===== config.mk =====
export PLATFORM = sky130hd
export DESIGN_NAME = mqtt_header_field_extractor_core
export DESIGN_NICKNAME = d
export VERILOG_FILES = /design/src/rtl/mqtthfe_pkg.sv /design/src/rtl/mqtthfe_label.sv /design/src/rtl/mqtt_header_field_extractor_core.sv
export SDC_FILE = /design/constraint.sdc
export NUM_CORES = 1
export LEC_CHECK = 0
export BUFFER_PORTS_ARGS = -buffer_cell sky130_fd_sc_hd__buf_4
export CAP_MARGIN = 20
export CORE_UTILIZATION = 40
export DETAILED_ROUTE_END_ITERATION = 10
export PLACE_DENSITY = 0.61
export SYNTH_ARGS = -nofsm -noshare
export SYNTH_HDL_FRONTEND = slang
export SYNTH_HIERARCHICAL = 1
export SYNTH_SLANG_ARGS = --single-unit

===== constraint.sdc =====
create_clock -name clk_i -period 20.6 [get_ports clk_i]
set_input_delay 1.03 -clock clk_i [delete_from_list [all_inputs] [get_ports clk_i]]
set_output_delay 1.03 -clock clk_i [all_outputs]
set_load 0.01 [all_outputs]

===== src/rtl/mqtthfe_pkg.sv =====
package mqtthfe_pkg;

  // parse phase within a segment
  typedef enum logic [1:0] {
    PH_HEAD,
    PH_LEN,
    PH_BODY,
    PH_DONE
  } phase_e;

  // flow action reported at segment end
  typedef enum logic [1:0] {
    ACT_KEEP   = 2'd0,
    ACT_REMOVE = 2'd1,
    ACT_FLUSH  = 2'd2
  } act_e;

  // protocol label matcher state
  typedef enum logic [2:0] {
    LAB_HDR,
    LAB_LEN,
    LAB_STR,
    LAB_YES,
    LAB_NO
  } label_e;

  // control packet type codes
  localparam logic [3:0] PKT_CONNECT    = 4'd1;
  localparam logic [3:0] PKT_CONNACK    = 4'd2;
  localparam logic [3:0] PKT_PUBLISH    = 4'd3;
  localparam logic [3:0] PKT_DISCONNECT = 4'd14;

  localparam logic [7:0] HASH_CHAR = 8'h23;

  // input word
  typedef struct packed {
    logic [7:0] data_byte;
    logic       byte_valid;
    logic       segment_start;
    logic       segment_end;
    logic       new_flow;
  } in_word_t;

  // result word
  typedef struct packed {
    logic [1:0]  flow_action;
    logic [15:0] types_seen;
    logic [7:0]  protocol_version;
    logic [7:0]  connect_flags;
    logic [15:0] keep_alive;
    logic [7:0]  connack_code;
    logic [3:0]  publish_flags;
    logic [5:0]  fields_present;
  } out_word_t;

  // controls from the parser to the label matcher
  typedef struct packed {
    logic seg_start;
    logic take;
    logic seg_end;
  } lab_ctl_t;

endpackage


===== src/rtl/mqtthfe_label.sv =====
module mqtthfe_label (
  input  logic                  clk_i,
  input  logic                  rst_ni,
  input  mqtthfe_pkg::lab_ctl_t ctl_i,
  input  logic [7:0]            data_byte_i,
  output logic                  label_yes_o
);
  import mqtthfe_pkg::*;

  label_e     lab_q, lab_d, lab_cur, lab_nxt;
  logic [2:0] cnt_q, cnt_d, cnt_cur, cnt_nxt;
  logic [7:0] exp_byte;
  logic       exp_ok;

  // expected label byte: 00 04 'M' 'Q' 'T' 'T'
  always_comb begin
    exp_ok = 1'b1;
    case (cnt_cur)
      3'd0:    exp_byte = 8'h00;
      3'd1:    exp_byte = 8'h04;
      3'd2:    exp_byte = 8'h4D;
      3'd3:    exp_byte = 8'h51;
      3'd4:    exp_byte = 8'h54;
      3'd5:    exp_byte = 8'h54;
      default: begin
        exp_byte = 8'h00;
        exp_ok   = 1'b0;
      end
    endcase
  end

  // segment start restarts the match
  assign lab_cur = ctl_i.seg_start ? LAB_HDR : lab_q;
  assign cnt_cur = ctl_i.seg_start ? 3'd0 : cnt_q;

  // next state
  always_comb begin
    lab_nxt = lab_cur;
    cnt_nxt = cnt_cur;
    if (ctl_i.take) begin
      unique case (lab_cur)
        LAB_HDR: begin
          lab_nxt = LAB_LEN;
          cnt_nxt = 3'd0;
        end
        LAB_LEN: begin
          cnt_nxt = cnt_cur + 3'd1;
          if (!data_byte_i[7]) begin
            lab_nxt = LAB_STR;
            cnt_nxt = 3'd0;
          end else if (cnt_nxt >= 3'd4) begin
            lab_nxt = LAB_NO;
          end
        end
        LAB_STR: begin
          if (!exp_ok || data_byte_i != exp_byte) begin
            lab_nxt = LAB_NO;
          end else begin
            cnt_nxt = cnt_cur + 3'd1;
            if (cnt_nxt == 3'd6) begin
              lab_nxt = LAB_YES;
            end
          end
        end
        LAB_YES, LAB_NO: begin
          lab_nxt = lab_cur;
        end
        default: begin
          lab_nxt = LAB_NO;
        end
      endcase
    end
  end

  // outputs
  always_comb begin
    label_yes_o = (lab_nxt == LAB_YES);
    lab_d       = ctl_i.seg_end ? LAB_HDR : lab_nxt;
    cnt_d       = ctl_i.seg_end ? 3'd0 : cnt_nxt;
  end

  always_ff @(posedge clk_i or negedge rst_ni) begin
    if (!rst_ni) begin
      lab_q <= LAB_HDR;
      cnt_q <= 3'd0;
    end else begin
      lab_q <= lab_d;
      cnt_q <= cnt_d;
    end
  end

endmodule


===== src/rtl/mqtt_header_field_extractor_core.sv =====
// Path: a word taken into the input register passes one parse stage into the result register.
// Throughput: one word per cycle; the single parse stage updates all segment and flow state.
// A stalled result holds only words that end a segment; other words keep flowing.
// Reset (rst_ni low, asynchronous): segment state at packet header, flow fields zero, no result.
module mqtt_header_field_extractor_core #(
  parameter int unsigned OFFSET_BITS = 16
) (
  input  logic                   clk_i,
  input  logic                   rst_ni,
  input  logic                   in_valid_i,
  output logic                   in_stall_o,
  input  mqtthfe_pkg::in_word_t  in_word_i,
  output logic                   out_valid_o,
  input  logic                   out_stall_i,
  output mqtthfe_pkg::out_word_t out_word_o
);
  import mqtthfe_pkg::*;

  localparam int unsigned SumW = ((OFFSET_BITS > 28) ? OFFSET_BITS : 28) + 1;

  // per-segment parse state
  typedef struct packed {
    phase_e                 phase;
    logic [OFFSET_BITS-1:0] offset;
    logic [OFFSET_BITS-1:0] pend;
    logic [27:0]            acc;
    logic [2:0]             lcnt;
    logic [3:0]             ptype;
    logic [3:0]             pflags;
    logic [15:0]            topic;
    act_e                   verdict;
    logic [3:0]             bpos;
    logic                   need_label;
    logic [7:0]             version;
    logic [7:0]             cflags;
    logic [15:0]            keep;
    logic                   session;
    logic [7:0]             code;
    logic                   topic_bad;
  } seg_t;

  // per-flow summary fields
  typedef struct packed {
    logic [15:0] types;
    logic [7:0]  version;
    logic [7:0]  cflags;
    logic [15:0] keep;
    logic [7:0]  code;
    logic [3:0]  pub;
    logic [5:0]  present;
  } flow_t;

  logic      in_valid_q, in_valid_d;
  in_word_t  in_word_q;
  logic      out_valid_q, out_valid_d;
  out_word_t out_word_q;
  out_word_t res_word;
  seg_t      seg_q, seg_mid, seg_d;
  flow_t     flow_q, flow_mid, flow_end, flow_d;
  act_e      act;
  logic      out_free, fire, in_take, res_valid;
  logic      start_now, take_now, end_now;
  logic      label_yes;
  lab_ctl_t  lab_ctl;

  // handshake: input register feeds the parse stage, result register drains it
  assign out_free  = !out_valid_q || !out_stall_i;
  assign fire      = in_valid_q && (!in_word_q.segment_end || out_free);
  assign in_stall_o = in_valid_q && !fire;
  assign in_take   = in_valid_i && !in_stall_o;
  assign res_valid = fire && in_word_q.segment_end;
  assign in_valid_d  = in_take ? 1'b1 : (fire ? 1'b0 : in_valid_q);
  assign out_valid_d = res_valid ? 1'b1 : (out_free ? 1'b0 : out_valid_q);

  assign start_now = fire && in_word_q.segment_start;
  assign take_now  = fire && in_word_q.byte_valid;
  assign end_now   = res_valid;

  // label matcher sees a byte only when the segment offset has room
  assign lab_ctl.seg_start = start_now;
  assign lab_ctl.take      = take_now && (start_now || !(&seg_q.offset));
  assign lab_ctl.seg_end   = end_now;

  mqtthfe_label u_label (
    .clk_i       (clk_i),
    .rst_ni      (rst_ni),
    .ctl_i       (lab_ctl),
    .data_byte_i (in_word_q.data_byte),
    .label_yes_o (label_yes)
  );

  // segment start, byte parse and packet commit
  always_comb begin : parse_next
    logic [SumW-1:0] sum;
    logic [15:0]     tl;
    logic [7:0]      b;
    logic            done_pkt;
    act_e            v;

    seg_mid  = seg_q;
    flow_mid = flow_q;
    sum      = '0;
    tl       = '0;
    b        = in_word_q.data_byte;
    done_pkt = 1'b0;
    v        = ACT_KEEP;

    if (start_now) begin
      seg_mid = '0;
      if (in_word_q.new_flow) begin
        flow_mid           = '0;
        seg_mid.need_label = 1'b1;
      end
    end

    if (take_now) begin
      if (&seg_mid.offset) begin
        seg_mid.verdict = ACT_REMOVE;
        seg_mid.phase   = PH_DONE;
      end else begin
        seg_mid.offset = seg_mid.offset + OFFSET_BITS'(1);
        unique case (seg_mid.phase)
          PH_HEAD: begin
            seg_mid.ptype          = b[7:4];
            seg_mid.pflags         = b[3:0];
            flow_mid.types[b[7:4]] = 1'b1;
            flow_mid.present[0]    = 1'b1;
            seg_mid.acc            = '0;
            seg_mid.lcnt           = 3'd0;
            seg_mid.phase          = PH_LEN;
          end
          PH_LEN: begin
            // remaining length, 7 bits per byte, low group first
            case (seg_mid.lcnt[1:0])
              2'd0:    seg_mid.acc[6:0]   = seg_mid.acc[6:0] | b[6:0];
              2'd1:    seg_mid.acc[13:7]  = seg_mid.acc[13:7] | b[6:0];
              2'd2:    seg_mid.acc[20:14] = seg_mid.acc[20:14] | b[6:0];
              default: seg_mid.acc[27:21] = seg_mid.acc[27:21] | b[6:0];
            endcase
            seg_mid.lcnt = seg_mid.lcnt + 3'd1;
            if (!b[7]) begin
              // body start: packet must end inside the offset range
              sum = SumW'(seg_mid.offset) + SumW'(seg_mid.acc);
              if (|sum[SumW-1:OFFSET_BITS]) begin
                seg_mid.verdict = ACT_REMOVE;
                seg_mid.phase   = PH_DONE;
              end else begin
                seg_mid.pend      = sum[OFFSET_BITS-1:0];
                seg_mid.bpos      = 4'd0;
                seg_mid.topic     = '0;
                seg_mid.version   = '0;
                seg_mid.cflags    = '0;
                seg_mid.keep      = '0;
                seg_mid.session   = 1'b0;
                seg_mid.code      = '0;
                seg_mid.topic_bad = (seg_mid.ptype == PKT_PUBLISH) &&
                                    (seg_mid.acc < 28'd2);
                seg_mid.phase     = PH_BODY;
                done_pkt          = (seg_mid.acc == '0);
              end
            end else if (seg_mid.lcnt >= 3'd4) begin
              seg_mid.verdict = ACT_REMOVE;
              seg_mid.phase   = PH_DONE;
            end
          end
          PH_BODY: begin
            case (seg_mid.ptype)
              PKT_CONNECT: begin
                case (seg_mid.bpos)
                  4'd6:    seg_mid.version   = b;
                  4'd7:    seg_mid.cflags    = b;
                  4'd8:    seg_mid.keep      = {b, 8'h00};
                  4'd9:    seg_mid.keep[7:0] = b;
                  default: ;
                endcase
              end
              PKT_CONNACK: begin
                if (seg_mid.bpos == 4'd0) begin
                  seg_mid.session = b[0];
                end else if (seg_mid.bpos == 4'd1) begin
                  seg_mid.code = b;
                end
              end
              PKT_PUBLISH: begin
                if (seg_mid.bpos == 4'd0) begin
                  seg_mid.topic = {b, 8'h00};
                end else if (seg_mid.bpos == 4'd1) begin
                  tl = {seg_mid.topic[15:8], b};
                  // topic length field plus topic must fit the packet
                  if (28'(tl) + 28'd2 > seg_mid.acc) begin
                    seg_mid.topic_bad = 1'b1;
                    seg_mid.topic     = '0;
                  end else begin
                    seg_mid.topic = tl;
                  end
                end else if (seg_mid.topic != '0) begin
                  if (b == HASH_CHAR) begin
                    seg_mid.topic_bad = 1'b1;
                  end
                  seg_mid.topic = seg_mid.topic - 16'd1;
                end
              end
              default: ;
            endcase
            if (seg_mid.bpos != 4'd15) begin
              seg_mid.bpos = seg_mid.bpos + 4'd1;
            end
            done_pkt = (seg_mid.offset == seg_mid.pend);
          end
          PH_DONE: ;
        endcase
      end
    end

    // packet commit on its last byte
    if (done_pkt) begin
      case (seg_mid.ptype)
        PKT_CONNECT: begin
          if (!label_yes || seg_mid.acc < 28'd10) begin
            v = ACT_REMOVE;
          end else begin
            flow_mid.version    = seg_mid.version;
            flow_mid.present[1] = 1'b1;
            if (seg_mid.version != 8'd4 && seg_mid.version != 8'd5) begin
              v = ACT_REMOVE;
            end else begin
              flow_mid.cflags       = seg_mid.cflags;
              flow_mid.keep         = seg_mid.keep;
              flow_mid.present[3:2] = 2'b11;
            end
          end
        end
        PKT_CONNACK: begin
          if (seg_mid.acc < 28'd2) begin
            v = ACT_REMOVE;
          end else begin
            flow_mid.types[0]   = flow_mid.types[0] | seg_mid.session;
            flow_mid.code       = seg_mid.code;
            flow_mid.present[4] = 1'b1;
          end
        end
        PKT_PUBLISH: begin
          flow_mid.pub        = flow_mid.pub | seg_mid.pflags;
          flow_mid.present[5] = 1'b1;
          if (seg_mid.topic_bad) begin
            v = ACT_REMOVE;
          end
        end
        PKT_DISCONNECT: begin
          v = ACT_FLUSH;
        end
        default: ;
      endcase
      if (v != ACT_KEEP) begin
        seg_mid.verdict = v;
        seg_mid.phase   = PH_DONE;
      end else begin
        seg_mid.phase = PH_HEAD;
      end
    end
  end

  // segment end: flow action and result word
  always_comb begin : result_sel
    flow_end = flow_mid;
    act      = ACT_KEEP;
    if (seg_mid.offset == '0) begin
      act = ACT_REMOVE;
    end else if (seg_mid.phase == PH_LEN || seg_mid.phase == PH_BODY) begin
      act = ACT_REMOVE;
    end else if (seg_mid.phase == PH_DONE) begin
      act = seg_mid.verdict;
    end
    // new flow without the protocol label drops everything
    if (seg_mid.need_label && !label_yes) begin
      flow_end = '0;
      act      = ACT_REMOVE;
    end

    res_word.flow_action      = act;
    res_word.types_seen       = flow_end.types;
    res_word.protocol_version = flow_end.version;
    res_word.connect_flags    = flow_end.cflags;
    res_word.keep_alive       = flow_end.keep;
    res_word.connack_code     = flow_end.code;
    res_word.publish_flags    = flow_end.pub;
    res_word.fields_present   = flow_end.present;

    flow_d = end_now ? flow_end : flow_mid;
    seg_d  = end_now ? seg_t'('0) : seg_mid;
  end

  // control and state registers
  always_ff @(posedge clk_i or negedge rst_ni) begin
    if (!rst_ni) begin
      in_valid_q  <= 1'b0;
      out_valid_q <= 1'b0;
      seg_q       <= '0;
      flow_q      <= '0;
    end else begin
      in_valid_q  <= in_valid_d;
      out_valid_q <= out_valid_d;
      seg_q       <= seg_d;
      flow_q      <= flow_d;
    end
  end

  // payload registers
  always_ff @(posedge clk_i) begin
    if (in_take) begin
      in_word_q <= in_word_i;
    end
    if (res_valid) begin
      out_word_q <= res_word;
    end
  end

  assign out_valid_o = out_valid_q;
  assign out_word_o  = out_word_q;

endmodule


# Word level (Yosys, flattened, before mapping)
# Cells that the tools add are included.
# totals
regBits,292
word_cells,277
# op_classes
n_addsub,7
n_lt_le_gt_ge,8
n_eq_ne,36
n_mux,131
n_bitwise,8
n_reduce_logical,45
# op_table
op,count
138-bit two-way mux,2
66-bit two-way mux,4
16-bit two-way mux,13
42-bit two-way mux,4
7-bit two-way mux,16
32-bit two-way mux,3
95-bit two-way mux,1
87-bit two-way mux,1
42-bit case mux with 2 select lines,1
8-bit two-way mux,8
31-bit case mux with 2 select lines,1
28-bit by 2-bit < comparator with 1-bit output (second input constant),2
50-bit two-way mux,1
3-bit two-way mux,14
16-bit case mux with 2 select lines,1
16-bit AND reduction,2
1-bit two-way mux,30
2-bit two-way mux,15
16-bit by 28-bit adder with 29-bit output,1
17-bit by 28-bit greater-than comparator with 1-bit output,1
28-bit logical NOT,1
28-bit by 4-bit < comparator with 1-bit output (second input constant),1
7-bit bitwise OR,4
7-bit case mux with 4 select lines,1
52 further kinds,107

# Depth between registers and ports, before layout
# logic_depth
word_depth,31
depth_mapped,36
mapped_depth_nobuf,28

# Hierarchy
# Netlist, hierarchy kept.
# modules_own_cells
module,n_inst,cells_each,area_each_um2,seq_area_each_um2
mqtt_header_field_extractor_core,1,1970,17256.6,7557.2
mqtthfe_label,1,88,742.0,150.1

# Least setup slack after synthesis
# Ideal clock, no wire load.
# synth_path
kind,input-to-reg
start,input out_stall_i
end,"register out_word_q (netlist bit out_word_o[67]), data pin"
setup_ns,0.180
arrival_ns,9.150
required_ns,20.420
setup_slack_ns,11.270
path_stages,35
n_path_buf,10
cell_sequence,nand3_1 -> nand2_1 -> buf_2 -> buf_1 -> buf_1 -> clkbuf_1 -> clkbuf_1 -> clkbuf_1 -> clkbuf_1 -> clkbuf_1 -> nand2_1 -> ha_1 -> clkbuf_1 -> clkbuf_1 -> mux2i_1 -> inv_1 -> fa_1 -> nor2b_1 -> o21a_1 -> o2111ai_1 -> o221ai_1 -> a21oi_1 -> or4_4 -> a2111oi_4 -> or2_2 -> nand4_4 -> o31ai_4 -> a41oi_1 -> nor4_2 -> nor2_1 -> ha_1 -> a211oi_1 -> nand2_1 -> or4_1 -> o311ai_1
# synth_between
elab_chain_len,31
word_cells_on_any_way,147
cone_classes,add/sub (5); order compare (6); eq/ne (30); mux (69); bitwise (5); reduce/logical (32)
# synth_rtl
element,line_no,rtl
from (decl),mqtt_header_field_extractor_core.sv:14,"input logic out_stall_i,"
1-bit logical NOT (*),mqtt_header_field_extractor_core.sv:67,assign out_free = !out_valid_q || !out_stall_i;
1-bit logical OR (*),mqtt_header_field_extractor_core.sv:67,
1-bit logical OR (*),mqtt_header_field_extractor_core.sv:68,assign fire = in_valid_q && (!in_word_q.segment_end || out_free);
1-bit logical AND (*),mqtt_header_field_extractor_core.sv:68,
"parallel branches: the longest is 27 deep, another holds 16-bit by 28-bit adder with 29-bit output",-,
to (signal assigned),mqtt_header_field_extractor_core.sv:314,out_word_q <= res_word;
to (decl),mqtt_header_field_extractor_core.sv:56,out_word_t out_word_q;
# Mark *: on every way between the ends. The select of a mux whose other input is x is not followed.
# A chain may end at the register's enable or synchronous reset.

# Worst setup path in the final report
# Same ends and word-level chain as after synthesis.

==> flow_results.org <==
** Yosys
- Commonest register cell after synthesis :: sky130_fd_sc_hd__dfrtp_1
- Each instance of the synthesized netlist takes up on average roughly 8.7 sq um.
- Main area contributors after synthesis :: sky130_fd_sc_hd__dfrtp_1 (29%), sky130_fd_sc_hd__edfxtp_1 (13%), sky130_fd_sc_hd__nor2_1 (5.5%)
- The synthesized design spends more area on one cell type than any other, namely sky130_fd_sc_hd__dfrtp_1.
- Synthesis produced 2058 cells.
- After synthesis the cells add up to 18000 sq um.
- After synthesis, the netlist uses 101 different library cells.
- The share of synthesized area in the top cell type comes to 29.5%.
- Number of enable flip-flop cells after synthesis :: 80
- Syn Nets :: 2129
- Proportion of synthesized chip area in sequential cells :: 42.8%
- Counting flops and latches in the post-synthesis netlist gives 292.
- Yosys printed 6 warnings.
- In the synthesized netlist the async set-or-reset flop fraction comes to 72.6%.

** Routing
- Total routed wirelength :: 57900 um
- Number of vias in the routed layout :: about 16k
- After detailed routing, the average wire length per cell comes to 21.5 um.
- Pre-Repair DR Iteration Count :: 5
- Number of vias per cell :: around 6.0
- Starting DRC count in detailed routing :: 1412
- Post-detailed-route DRC marker count :: 0
- Post-DRT Antenna Nets :: 0

** Timing
- Setup violations remaining at the end of the flow were counted as 0.
- Clock period minus final worst setup slack :: 8750 ps
- Hold violation total from the final report :: 0
- Part of the cycle the worst path needs :: 42.5%
- Pins over their slew limit :: 0
- The worst pin sits at a relative slew slack of roughly 26%.
- Clock tree skew after final layout :: between 20 and 25 ps
- Highest Clock Rate :: 114 MHz
- Actual slew at the worst max-slew pin :: 1120 ps
- Setup TNS :: 0 ps
- RSZ-0062 raised after global routing :: no

** Final layout
- Of the cells placed in the final design, the portion with a size suffix greater than 1 is 10.1%.
- Net count reported at finish :: 2147
- Once layout is complete, the utilization of the core stands at between 40% and 50%.
- The area growth from synthesis to layout is 12.2%.

** Critical path
- WP data required :: 20970 ps
- Crit path capture type :: register
- The worst setup path is launched from an input pin.
- Data arrives at the worst endpoint at 9120 ps.
- Along the worst path, the maximum fanout reaches 50.
- Critical setup path kind :: input pin to register

** Global route
- Met2 Track Usage GR :: roughly 41%
- Global-route wire length before repair :: 91400 um
- For this run, global-route usage on met3 was measured as around 3.7%.
- Most heavily used metal layer in global routing :: met2
- Number of global-route vias before repair :: ~16k
- Total global routing overflow :: 0
- Global-route usage over all layers :: 25.2%
- Entering global routing, the biggest net connects roughly 110 pins.
- Antenna violations before repair :: 0
- In the global route stage, met1 resource usage came out at 35.2%.

** Die
- From bottom edge to top edge, the die measures 214 um.
- Area inside the core boundary :: 44300 sq um
- 86 I/O pins were placed.
- Die width :: 214 um
- Starting Density :: between 40% and 50%
- The die covers ~46000 sq um.
- Number of placement rows :: between 70 and 80

** Clock tree
- Number of clock buffers inserted by TritonCTS :: 36
- In this run, post-CTS hold repair placed 0 buffers.
- CTS built an H-tree with a depth of 2.
- TritonCTS built the clock tree.
- Setup bufs post-CTS :: 0
- CTS sink count :: ~290
- Skew-Pair Late Insertion Delay :: roughly 570 ps
- Post-CTS resize count :: 0
- The root buffer cell chosen for the clock tree is sky130_fd_sc_hd__clkbuf_16.
- CTS clk-pin slew, worst paths :: around 60 ps
- In this run the deepest clock path goes through 3 buffers.

** Pwr
- The share of total power dissipated in the clock network is 42.3%.
- VDD sags by at most 0.0000575 V.
- Power per cell area :: 70.8 nW/um^2
- Total leakage power :: 8.34 nW
- For this design the total switching power over the nets is 0.000411 W.
- Sequential fraction of design power :: between 40 and 50%
- The internal power of the cells totals 0.00102 W.
- In this run switching power makes up 28.7% of total power.
- Portion of total power attributed to combinational logic :: 13.9%

** Place
- The congestion estimate from routability-driven global placement came to a little over 0.9.
- HPWL Detailed :: 38700 um
- I/O Buffers :: 85

** Status
- The flow ran to the end, and the final reports show no timing, DRC or antenna violations.

** Run
- Max-cap violations in this run came to 0.

** Hold path
- Hold crit path type :: input pin to async pin
area by class of cell:
type | instances | area [sq um]
timing repair buffer | 117 | 890
inverter | 45 | 174
multi-input combinational | 1584 | 9590
sequential | 292 | 7710
tap | 592 | 741
antenna | 1 | 2.50
clock inverter | 13 | 123
fill | 4325 | 24100
clock buffer | 50 | 973
metrics by stage:
stage / power (W) / hold WS [ps] / cells / cell area (sq um) / setup WS (ps)
floorplan: 0.000757 / 484 / 2058 / 18000 / 11270
global placement: 0.000831 / 509 / 2628 / 19100 / 11740
detailed placement: 0.000834 / 520 / 2629 / 19100 / 11460
CTS: 0.00144 / 529 / 2692 / 20200 / 12030
global route: 0.00148 / 559 / 2693 / 20200 / 11160
finish: 0.00143 / 527 / 2694 / 20200 / 11850
cells in the mapped netlist, types with 10 or more instances:
| cell | count |
|---|---|
| sky130_fd_sc_hd__ha_1 | 54 |
| sky130_fd_sc_hd__nand3_1 | 79 |
| sky130_fd_sc_hd__o31ai_1 | 14 |
| sky130_fd_sc_hd__nor3_1 | 69 |
| sky130_fd_sc_hd__edfxtp_1 | 80 |
| sky130_fd_sc_hd__buf_2 | 10 |
| sky130_fd_sc_hd__nand4_1 | 43 |
| sky130_fd_sc_hd__a31oi_1 | 24 |
| sky130_fd_sc_hd__nor2b_1 | 21 |
| sky130_fd_sc_hd__mux2i_1 | 35 |
| sky130_fd_sc_hd__o21ai_0 | 77 |
| sky130_fd_sc_hd__clkbuf_1 | 103 |
| sky130_fd_sc_hd__and3_1 | 23 |
| sky130_fd_sc_hd__o22ai_1 | 11 |
| sky130_fd_sc_hd__a22oi_1 | 30 |
| sky130_fd_sc_hd__xor2_1 | 21 |
| sky130_fd_sc_hd__a21oi_1 | 155 |
| sky130_fd_sc_hd__buf_1 | 20 |
| sky130_fd_sc_hd__nand2b_1 | 10 |
| sky130_fd_sc_hd__a32oi_1 | 14 |
| sky130_fd_sc_hd__or3_1 | 13 |
| sky130_fd_sc_hd__inv_1 | 42 |
| sky130_fd_sc_hd__and2_1 | 73 |
| sky130_fd_sc_hd__a21o_1 | 16 |
| sky130_fd_sc_hd__nor4_1 | 16 |
| sky130_fd_sc_hd__nor2_1 | 266 |
| sky130_fd_sc_hd__xnor2_1 | 43 |
| sky130_fd_sc_hd__o211ai_1 | 21 |
| sky130_fd_sc_hd__a221oi_1 | 20 |
| sky130_fd_sc_hd__nand2_1 | 241 |
| sky130_fd_sc_hd__dfrtp_1 | 212 |
| sky130_fd_sc_hd__o21a_1 | 15 |
power by group through the flow:
stage	sequential (W)	clock (W)	combinational [W]
floorplan	0.000637	0	0.000120
global placement	0.000636	0	0.000195
detailed placement	0.000636	0	0.000197
CTS	0.000626	0.000619	0.000198
global route	0.000627	0.000641	0.000217
finish	0.000626	0.000605	0.000199
cells by family after synthesis:
kind of cell               share of synthesized area [%]
adders and majority gates                           3.87
and+or+nand+nor                                     24.6
AOI/OAI and AO/OA                                   19.3
buffers and inverters                               4.03
xor gates and xnor gates                            3.20
muxes                                               2.15
DFF                                                 42.8
critical path: stages:
cell	delay, ps
sky130_fd_sc_hd__buf_4	100
sky130_fd_sc_hd__nand3_1	260
sky130_fd_sc_hd__nand2_4	370
sky130_fd_sc_hd__buf_4	550
sky130_fd_sc_hd__nand2_1	230
sky130_fd_sc_hd__ha_1	500
sky130_fd_sc_hd__mux2i_1	480
sky130_fd_sc_hd__nand2_1	130
sky130_fd_sc_hd__fa_1	390
sky130_fd_sc_hd__nor2b_1	170
sky130_fd_sc_hd__o21a_1	170
sky130_fd_sc_hd__o2111ai_1	110
sky130_fd_sc_hd__o221ai_1	440
sky130_fd_sc_hd__a21oi_1	280
sky130_fd_sc_hd__or4_4	570
sky130_fd_sc_hd__a2111oi_4	310
sky130_fd_sc_hd__or2_2	190
sky130_fd_sc_hd__nand4_4	240
sky130_fd_sc_hd__o31ai_4	320
sky130_fd_sc_hd__a41oi_1	280
sky130_fd_sc_hd__nor4_2	430
sky130_fd_sc_hd__nor2_1	100
sky130_fd_sc_hd__ha_1	310
sky130_fd_sc_hd__a211oi_1	470
sky130_fd_sc_hd__nand2_1	140
sky130_fd_sc_hd__or4_1	420
sky130_fd_sc_hd__o311ai_1	120
placed cells by master, fill, tap and decap left out, types with 10 or more instances in the layout:
master	n
sky130_fd_sc_hd__a21o_1	16
sky130_fd_sc_hd__a21oi_1	155
sky130_fd_sc_hd__a221oi_1	20
sky130_fd_sc_hd__a22oi_1	30
sky130_fd_sc_hd__a31oi_1	24
sky130_fd_sc_hd__a32oi_1	14
sky130_fd_sc_hd__and2_1	73
sky130_fd_sc_hd__and3_1	23
sky130_fd_sc_hd__buf_4	115
sky130_fd_sc_hd__clkbuf_1	12
sky130_fd_sc_hd__clkbuf_16	36
sky130_fd_sc_hd__dfrtp_1	212
sky130_fd_sc_hd__edfxtp_1	80
sky130_fd_sc_hd__ha_1	54
sky130_fd_sc_hd__inv_1	41
sky130_fd_sc_hd__mux2i_1	35
sky130_fd_sc_hd__nand2_1	239
sky130_fd_sc_hd__nand2b_1	10
sky130_fd_sc_hd__nand3_1	79
sky130_fd_sc_hd__nand4_1	43
sky130_fd_sc_hd__nor2_1	264
sky130_fd_sc_hd__nor2b_1	21
sky130_fd_sc_hd__nor3_1	68
sky130_fd_sc_hd__nor4_1	16
sky130_fd_sc_hd__o211ai_1	21
sky130_fd_sc_hd__o21a_1	15
sky130_fd_sc_hd__o21ai_0	76
sky130_fd_sc_hd__o22ai_1	11
sky130_fd_sc_hd__o31ai_1	14
sky130_fd_sc_hd__or3_1	13
sky130_fd_sc_hd__xnor2_1	43
sky130_fd_sc_hd__xor2_1	21
state kept, by name, indices dropped and copies added, names as in the netlist:
signal / flops
in_valid_q: 1
out_word_o: 68
parse_next.b: 8
out_valid_o: 1
seg_q: 138
u_label/cnt_q: 3
in_word_q: 4
flow_q: 66
u_label/lab_q: 3
metal layers:
metal	up-vias	share of wire, %
li1	7500	-
met1	7991	45
met2	563	47
met3	86	5.9
met4	0	2.2
met5	-	0
path summary, 6_finish.rpt:
| path | to | slack [ps] | cells after the start | startpoint |
|---|---|---|---|---|
| max | out_word_o[67] | 11850 | 27 | out_stall_i |
| min | in_valid_q | 530 | 1 | rst_ni |
| max reg2reg | out_word_o[67] | 11900 | 26 | in_word_q[1] |
| min reg2reg | flow_q[5] | 530 | 2 | flow_q[5] |
| max in group asynchronous | flow_q[56] | 18100 | 3 | rst_ni |
| min in group clk_i | flow_q[5] | 530 | 2 | flow_q[5] |
(Power assumes the default switching activity.)
